### src/rtl/core/rfc_pkg.sv
// Shared types and constants for the response frame checker.
// Used by every module of the block and by its checker.
package rfc_pkg;

   localparam int FRAME_MAX_DEF = 64;

   localparam int BYTE_W   = 8;
   localparam int STATUS_W = 3;
   localparam int PLEN_W   = 6;
   localparam int RSP_DATA_W = 24;   // 8 + 3 + 6 = 17, padded to whole bytes

   // Frame delimiters and checksum seed
   localparam logic [7:0] CHK_SEED = 8'h55;
   localparam logic [7:0] HDR0     = 8'h3E;   // '>'
   localparam logic [7:0] HDR1     = 8'h5B;   // '['
   localparam logic [7:0] FTR0     = 8'h5D;   // ']'
   localparam logic [7:0] FTR1     = 8'h3C;   // '<'
   localparam int         MIN_FRAME = 8;

   // Fixed byte positions within a frame
   localparam int POS_HDR0   = 0;
   localparam int POS_HDR1   = 1;
   localparam int POS_OPCODE = 2;
   localparam int POS_SUB    = 3;
   localparam int POS_LEN    = 4;
   localparam int POS_PAY    = 5;

   // Status codes
   localparam logic [STATUS_W-1:0] ST_OK       = 3'd0;
   localparam logic [STATUS_W-1:0] ST_SIZE     = 3'd1;
   localparam logic [STATUS_W-1:0] ST_FORMAT   = 3'd2;
   localparam logic [STATUS_W-1:0] ST_ID       = 3'd3;
   localparam logic [STATUS_W-1:0] ST_CHECKSUM = 3'd4;

   // Register indexes
   localparam logic REG_OPCODE  = 1'b0;
   localparam logic REG_SUBCODE = 1'b1;

   // Check results gathered at frame end, evaluated in priority order later
   typedef struct packed {
      logic over;
      logic fmt_bad;
      logic id_bad;
      logic len_bad;
      logic chk_bad;
   } rfc_check_type;

   typedef struct packed {
      logic [BYTE_W-1:0] data;
      logic              payload;
      logic              done;
      rfc_check_type     chk;
      logic [PLEN_W-1:0] plen;
   } rfc_item_type;

endpackage

### src/rtl/core/rfc_front.sv
// Front end: holds the frame state and the csr registers, classifies each byte.
// Depends on rfc_pkg.
module rfc_front import rfc_pkg::*; #(
   parameter int FRAME_MAX = FRAME_MAX_DEF
) (
   input  logic                clock,
   input  logic                reset,
   input  logic                csr_we,
   input  logic                csr_index,
   input  logic [BYTE_W-1:0]   csr_wdata,
   input  logic                beat_in,
   input  logic [BYTE_W-1:0]   rx_byte,
   input  logic                frame_end,
   output rfc_item_type        item
);

   localparam int CW = $clog2(FRAME_MAX + 2);
   localparam int XW = 10;

   logic [BYTE_W-1:0] opcode_ff, subcode_ff;
   logic [CW-1:0]     count_ff, count_in;
   logic              hdr_ff, hdr_in;
   logic              id_ff, id_in;
   logic [BYTE_W-1:0] len_ff, len_in;
   logic [BYTE_W-1:0] xor_ff, xor_in;
   logic [BYTE_W-1:0] prev_ff;

   logic [XW-1:0]     p, n;
   logic              in_range;
   logic [BYTE_W-1:0] want;

   always_ff @(posedge clock) begin
      if (reset) begin
         opcode_ff  <= '0;
         subcode_ff <= '0;
      end else if (csr_we) begin
         unique case (csr_index)
            REG_OPCODE:  opcode_ff  <= csr_wdata;
            REG_SUBCODE: subcode_ff <= csr_wdata;
            default: ;
         endcase
      end
   end

   always_comb begin
      p        = XW'(count_ff);
      in_range = p < XW'(FRAME_MAX);
      hdr_in   = hdr_ff;
      id_in    = id_ff;
      len_in   = len_ff;
      xor_in   = xor_ff;
      if (in_range) begin
         if (p == XW'(POS_HDR0) && rx_byte != HDR0) hdr_in = 1'b0;
         if (p == XW'(POS_HDR1) && rx_byte != HDR1) hdr_in = 1'b0;
         if (p == XW'(POS_OPCODE) && rx_byte != opcode_ff) id_in = 1'b0;
         if (p == XW'(POS_SUB) && rx_byte != subcode_ff) id_in = 1'b0;
         if (p == XW'(POS_LEN)) len_in = rx_byte;
         if (p >= XW'(POS_LEN)) xor_in = xor_ff ^ rx_byte;
      end
      // saturates one past the limit so an overlong frame stays visible
      count_in = (p <= XW'(FRAME_MAX)) ? count_ff + CW'(1) : count_ff;
      n        = XW'(count_in);
      want     = CHK_SEED ^ opcode_ff ^ subcode_ff;

      item.data    = rx_byte;
      item.payload = in_range && p >= XW'(POS_PAY) && p <= XW'(len_ff) + XW'(POS_LEN);
      item.done    = frame_end;
      item.chk.over    = n > XW'(FRAME_MAX);
      item.chk.fmt_bad = n < XW'(MIN_FRAME) || !hdr_in || prev_ff != FTR0
                         || rx_byte != FTR1;
      item.chk.id_bad  = !id_in;
      item.chk.len_bad = XW'(len_in) + XW'(MIN_FRAME) != n;
      item.chk.chk_bad = (xor_in ^ prev_ff ^ rx_byte) != want;
      item.plen        = len_in[PLEN_W-1:0];
   end

   always_ff @(posedge clock) begin
      if (reset) begin
         count_ff <= '0;
         hdr_ff   <= 1'b1;
         id_ff    <= 1'b1;
         len_ff   <= '0;
         xor_ff   <= '0;
         prev_ff  <= '0;
      end else if (beat_in) begin
         if (frame_end) begin
            count_ff <= '0;
            hdr_ff   <= 1'b1;
            id_ff    <= 1'b1;
            len_ff   <= '0;
            xor_ff   <= '0;
            prev_ff  <= '0;
         end else begin
            count_ff <= count_in;
            hdr_ff   <= hdr_in;
            id_ff    <= id_in;
            len_ff   <= len_in;
            xor_ff   <= xor_in;
            prev_ff  <= rx_byte;
         end
      end
   end

endmodule

### src/rtl/core/rfc_queue.sv
// Two-entry queue of classified bytes between front and back end.
// Depends on rfc_pkg.
module rfc_queue import rfc_pkg::*; (
   input  logic         clock,
   input  logic         reset,
   input  logic         push,
   input  rfc_item_type push_item,
   output logic         full,
   input  logic         pop,
   output logic         not_empty,
   output rfc_item_type head
);

   rfc_item_type slot_ff [2];
   logic         wr_ptr_ff, rd_ptr_ff;
   logic [1:0]   count_ff;

   assign full      = count_ff == 2'd2;
   assign not_empty = count_ff != 2'd0;
   assign head      = slot_ff[rd_ptr_ff];

   always_ff @(posedge clock) begin
      if (push) slot_ff[wr_ptr_ff] <= push_item;
   end

   always_ff @(posedge clock) begin
      if (reset) begin
         wr_ptr_ff <= 1'b0;
         rd_ptr_ff <= 1'b0;
         count_ff  <= '0;
      end else begin
         if (push) wr_ptr_ff <= ~wr_ptr_ff;
         if (pop)  rd_ptr_ff <= ~rd_ptr_ff;
         case ({push, pop})
            2'b10:   count_ff <= count_ff + 2'd1;
            2'b01:   count_ff <= count_ff - 2'd1;
            default: count_ff <= count_ff;
         endcase
      end
   end

endmodule

### src/rtl/core/rfc_back.sv
// Back end: resolves the status by priority and holds the result register.
// Depends on rfc_pkg.
module rfc_back import rfc_pkg::*; (
   input  logic                  clock,
   input  logic                  reset,
   input  logic                  q_not_empty,
   input  rfc_item_type          q_head,
   output logic                  q_pop,
   output logic                  rsp_tvalid,
   input  logic                  rsp_tready,
   output logic [RSP_DATA_W-1:0] rsp_tdata,
   output logic                  rsp_tuser,
   output logic                  rsp_tlast
);

   logic                valid_ff;
   logic [BYTE_W-1:0]   data_ff;
   logic                payload_ff, done_ff;
   logic [STATUS_W-1:0] status_ff, status_in;
   logic [PLEN_W-1:0]   plen_ff, plen_in;

   assign q_pop = q_not_empty && (!valid_ff || rsp_tready);

   always_comb begin
      status_in = ST_OK;
      plen_in   = '0;
      if (q_head.done) begin
         if (q_head.chk.over)         status_in = ST_SIZE;
         else if (q_head.chk.fmt_bad) status_in = ST_FORMAT;
         else if (q_head.chk.id_bad)  status_in = ST_ID;
         else if (q_head.chk.len_bad) status_in = ST_SIZE;
         else if (q_head.chk.chk_bad) status_in = ST_CHECKSUM;
         else                         plen_in   = q_head.plen;
      end
   end

   always_ff @(posedge clock) begin
      if (reset) begin
         valid_ff <= 1'b0;
      end else if (q_pop) begin
         valid_ff <= 1'b1;
      end else if (rsp_tready) begin
         valid_ff <= 1'b0;
      end
   end

   always_ff @(posedge clock) begin
      if (q_pop) begin
         data_ff    <= q_head.data;
         payload_ff <= q_head.payload;
         done_ff    <= q_head.done;
         status_ff  <= status_in;
         plen_ff    <= plen_in;
      end
   end

   assign rsp_tvalid = valid_ff;
   assign rsp_tdata  = {(RSP_DATA_W - BYTE_W - STATUS_W - PLEN_W)'(0), plen_ff, status_ff, data_ff};
   assign rsp_tuser  = payload_ff;
   assign rsp_tlast  = done_ff;

endmodule

### src/rtl/core/response_frame_checker_top.sv
// Top level of the response frame checker: front end, queue, back end.
// Depends on rfc_pkg, rfc_front, rfc_queue and rfc_back.
//
// Takes one frame byte per beat and returns one beat per byte: the byte
// echoed, a payload flag, and on the frame-end byte a status and payload
// length. A byte is accepted every cycle while the queue is not full; each
// goes through the queue and then the output register to its result beat,
// and the two-entry queue lets the input side keep going for two more bytes
// while the result side is stalled. The checksum uses the csr values at the
// time the frame-end byte is taken, opcode and subcode the values when
// their bytes arrive; write the csr registers only between frames.
module response_frame_checker_top import rfc_pkg::*; #(
   parameter int FRAME_MAX = FRAME_MAX_DEF
) (
   input  logic                  clock,
   input  logic                  reset,
   input  logic                  csr_we,
   input  logic                  csr_index,
   input  logic [BYTE_W-1:0]     csr_wdata,
   input  logic                  req_tvalid,
   output logic                  req_tready,
   input  logic [BYTE_W-1:0]     req_tdata,    // [7:0] rx_byte
   input  logic                  req_tlast,    // frame_end
   output logic                  rsp_tvalid,
   input  logic                  rsp_tready,
   output logic [RSP_DATA_W-1:0] rsp_tdata,    // [7:0] echo_byte, [10:8] frame_status,
                                               // [16:11] payload_length, rest zero
   output logic                  rsp_tuser,    // is_payload
   output logic                  rsp_tlast     // frame_done
);

   rfc_item_type front_item, q_head;
   logic         q_full, q_not_empty, q_pop, beat_in;

   assign req_tready = !q_full;
   assign beat_in    = req_tvalid && req_tready;

   rfc_front #(.FRAME_MAX(FRAME_MAX)) u_front (
      .clock     (clock),
      .reset     (reset),
      .csr_we    (csr_we),
      .csr_index (csr_index),
      .csr_wdata (csr_wdata),
      .beat_in   (beat_in),
      .rx_byte   (req_tdata),
      .frame_end (req_tlast),
      .item      (front_item)
   );

   rfc_queue u_queue (
      .clock     (clock),
      .reset     (reset),
      .push      (beat_in),
      .push_item (front_item),
      .full      (q_full),
      .pop       (q_pop),
      .not_empty (q_not_empty),
      .head      (q_head)
   );

   rfc_back u_back (
      .clock       (clock),
      .reset       (reset),
      .q_not_empty (q_not_empty),
      .q_head      (q_head),
      .q_pop       (q_pop),
      .rsp_tvalid  (rsp_tvalid),
      .rsp_tready  (rsp_tready),
      .rsp_tdata   (rsp_tdata),
      .rsp_tuser   (rsp_tuser),
      .rsp_tlast   (rsp_tlast)
   );

endmodule

### config.mk
export PLATFORM = sky130hd
export DESIGN_NAME = response_frame_checker_top
export DESIGN_NICKNAME = d
export VERILOG_FILES = /design/src/rtl/core/rfc_pkg.sv /design/src/rtl/core/rfc_front.sv /design/src/rtl/core/rfc_queue.sv /design/src/rtl/core/rfc_back.sv /design/src/rtl/core/response_frame_checker_top.sv
export SDC_FILE = /design/constraint.sdc
export NUM_CORES = 1
export LEC_CHECK = 0
export ABC_AREA = 1
export BUFFER_PORTS_ARGS = -buffer_cell sky130_fd_sc_hd__buf_2
export CORE_AREA = 10 10 112 114
export CTS_CLUSTER_SIZE = 25
export DETAILED_ROUTE_END_ITERATION = 10
export DIE_AREA = 0 0 122 124
export GPL_TIMING_DRIVEN = 1
export PLACE_DENSITY = 0.77
export SYNTH_ARGS = -nofsm -noshare
export SYNTH_HDL_FRONTEND = slang
export SYNTH_SLANG_ARGS = --single-unit
export TNS_END_PERCENT = 50
### constraint.sdc
create_clock -name clock -period 2.71 [get_ports clock]
set_clock_uncertainty 0.2 [all_clocks]
set_input_delay 0.1355 -clock clock [delete_from_list [all_inputs] [get_ports clock]]
set_output_delay 0.1355 -clock clock [all_outputs]
set_load 0.05 [all_outputs]
==> metrics.txt <==
global-route wire length before repair 24490 um; final estimated routing congestion in global placement 0.9711; number of sinks handled by clock tree synthesis 116; CORE AREA 0.01023 mm2; startpoint class of the critical path flip-flop; share of synthesized area occupied by flip-flops and latches 49.56%; final routed DRC violation total 0; root cell of the clock tree clkbuf_8; count of synthesis-stage warnings from yosys 0; final critical path time including I/O delays and setup 2.452 ns; maximum clock path buffer count 2; Antenna diodes 0; worst rel slew slack 54.15%; flip-flop cell with the highest count after synthesis edfxtp_1; setup repair after global routing missed its margin false; Cell Area, Synth 0.005918 mm2; via count of the first global-routing pass 5033; synth top area cells edfxtp_1 31%, dfxtp_1 19%, nand2_1 13%; final worst-path cycle share 90.50%; number of distinct library cells after synthesis 39; I/O pins 51; number of levels in the clock H-tree 4; placed cell count 879; number of vias after detailed routing 5138; number of design-rule violations left by the first detailed-router iteration 487; share of flip-flops with an asynchronous set or reset after synthesis 0%; count of flip-flops with a built-in enable after synthesis 61; worst skew pair latency 0.53 ns; drt total wl 15090 um; Initial DRT Pass Iterations 6; library cell with the highest instance count after synthesis nand2_1; gr usage total 20.63%; static leakage power 2.958 nW; gate count after technology mapping 717; number of non-filler instances in the completed layout 944; critical path peak fanout 14; post-layout util 70.06%; mean post-synth cell area 8.254 um2; most numerous cell types in the synthesized netlist 207 x nand2_1, 61 x edfxtp_1, 61 x inv_1, 55 x dfxtp_1, 54 x a21oi_1; number of pins exceeding their max-slew limit in the final report 0; Least-Margin Pin Slew 0.6869 ns; fillers 796; endpoint type of the worst setup path flip-flop; CTS buffer count 17; area share of the largest cell type after synthesis 30.95%; register bit total from synthesis 116; proportion of layout cells with a drive suffix above 1 13.86%; type of the worst min-delay path primary input to flip-flop; clock tree from TritonCTS built; initial standard-cell utilization of the core 57.85%; placed wire-length estimate 10210 um; worst hold slack 0.1931 ns; antenna violations before repair 0; Max Freq 407.8 MHz; CP Data Arrival Time 2.52 ns; number of port buffers 43; Via-to-Cell Ratio 5.443; Fin Setup TNS 0 ns; remaining global-route overflow 0; Die Height 124 um; Final setup violation count 0; DIE WIDTH 122 um; Yosys top cell by area edfxtp_1; worst setup path class flip-flop to flip-flop; worst path required time 2.78 ns; Wirelength per Cell 15.99 um; status finished, final reports clean; die area 0.01513 mm2; reported max-cap violation count 0; largest net degree at the start of global routing 34; Worst-path clk slew 0.06 ns; Rows 37; final hold violations 0; power density cells 874.4 mW/mm2; worst vdd ir 0.5778 mV; number of nets in the final layout 832; Syn-to-layout area delta 21.12%; remaining antenna violation count 0
==> flip-flops by register name, indices dropped and copies added, names as in the netlist, named ones only <==
register,cells
u_front.count_ff,7
u_back.plen_ff,6
u_front.xor_ff,8
u_front.subcode_ff,8
u_back.rsp_tvalid,1
u_back.rsp_tlast,1
u_queue.count_ff,2
u_front.len_ff,8
u_front.opcode_ff,8
u_back.data_ff,8
u_back.status_ff,3
u_back.rsp_tuser,1
u_front.id_ff,1
u_queue.slot_ff,42
u_queue.rd_ptr_ff,1
u_front.prev_ff,8
u_front.hdr_ff,1
u_queue.wr_ptr_ff,1
==> cell usage in the layout, fill, tap and decap left out, types with 4 or more instances in the layout <==
| cell type | synthesis | layout |
|---|---|---|
| nand4_1 | 17 | 17 |
| nand3_1 | 41 | 41 |
| bufinv_16 | 0 | 4 |
| ha_1 | 14 | 14 |
| nand2_1 | 207 | 206 |
| o21ai_0 | 34 | 34 |
| dlygate4sd3_1 | 0 | 31 |
| dfxtp_1 | 55 | 55 |
| xnor2_1 | 18 | 18 |
| inv_2 | 4 | 4 |
| nor2_2 | 1 | 5 |
| conb_1 | 1 | 7 |
| nand3b_1 | 4 | 4 |
| clkinv_1 | 0 | 4 |
| a21oi_1 | 54 | 54 |
| mux2i_1 | 4 | 4 |
| xor2_1 | 16 | 16 |
| nor2_1 | 52 | 49 |
| clkbuf_16 | 0 | 16 |
| inv_1 | 61 | 61 |
| buf_4 | 9 | 12 |
| nor4_1 | 4 | 4 |
| nand2_2 | 6 | 7 |
| edfxtp_1 | 61 | 61 |
| nor3_1 | 7 | 7 |
| buf_2 | 7 | 43 |
==> layout make-up <==
class	count	area [um2]	share of cell area, %
Sequential cell	116	2933	40.91
Multi-Input combinational cell	509	2603	36.31
Timing Repair Buffer	86	615.6	8.588
Clock buffer	17	414.1	5.778
Inverter	65	244.0	3.404
Clock inverter	15	188.9	2.636
Tap cell	136	170.2	2.374
==> final timing paths <==
path | start | endpoint | slack, ns | cells past startpoint
worst max-delay path | u_front.count_ff[5]$_SDFFE_PP0P_ | u_queue.slot_ff[0][6]$_DFFE_PP_ | 0.26 | 11
worst min-delay path | req_tlast | u_queue.slot_ff[0][11]$_DFFE_PP_ | 0.19 | 2
worst max register to register | u_front.count_ff[5]$_SDFFE_PP0P_ | u_queue.slot_ff[0][6]$_DFFE_PP_ | 0.26 | 11
worst min register to register | u_front.xor_ff[0]$_SDFFE_PP0P_ | u_front.xor_ff[0]$_SDFFE_PP0P_ | 0.29 | 2
==> metrics by stage <==
stage                     instance area [um2]  setup slack, ns  power [W]
after floorplan                          5943          0.06632   0.003559
after global placement                   6238           0.3152   0.003932
after detailed placement                 6238           0.2622   0.003970
after CTS                                7152           0.2175   0.006288
after global routing                     7168          0.03000   0.006539
final                                    7168           0.2576   0.006268
==> per-layer routing <==
metal  track usage [%]  routed length, um  vias up
met5                 0                  0        -
met4             8.271                420        0
met3             5.611               1199       36
met2             34.19               7180      226
met1             25.03               6293     2361
li1                  -                  -     2515
==> critical path, stage by stage, from the launching register on <==
cell,delay [ns]
dfxtp_1,0.44
inv_1,0.11
nand2_2,0.15
nor2_4,0.09
nand2_2,0.26
nand2_1,0.15
o21ai_0,0.27
nand2_1,0.11
nand2_1,0.07
nand3_1,0.07
nor2_1,0.16
nand2_1,0.11
==> kinds of logic (layout without fill, tap and decap cells) <==
logic type | after synthesis | after routing | share of synthesized area (%)
fa+ha+maj | 14 | 14 | 2.960
flops | 116 | 116 | 49.56
mux | 4 | 4 | 0.6766
simple gates | 352 | 353 | 26.09
xor+xnor | 34 | 34 | 5.032
other cells | 1 | 7 | 0.06336
buf+inv | 99 | 183 | 7.124
compound gates | 97 | 97 | 8.499
==> repair_timing <==
action	CTS	global route
endpoints found under the setup margin	0	2
hold endpoints to repair	68	0
hold buffers	31	0
resized for setup	0	1
buffers inserted	0	1
==> where the power goes <==
| group | switching [W] | internal, W | leakage [nW] |
|---|---|---|---|
| Sequential | 0.000108 | 0.00222 | 1.01 |
| Clock | 0.000804 | 0.00148 | 0.284 |
| Combinational | 0.00125 | 0.000406 | 1.66 |
Note: power is estimated with default switching activity, not from simulation.
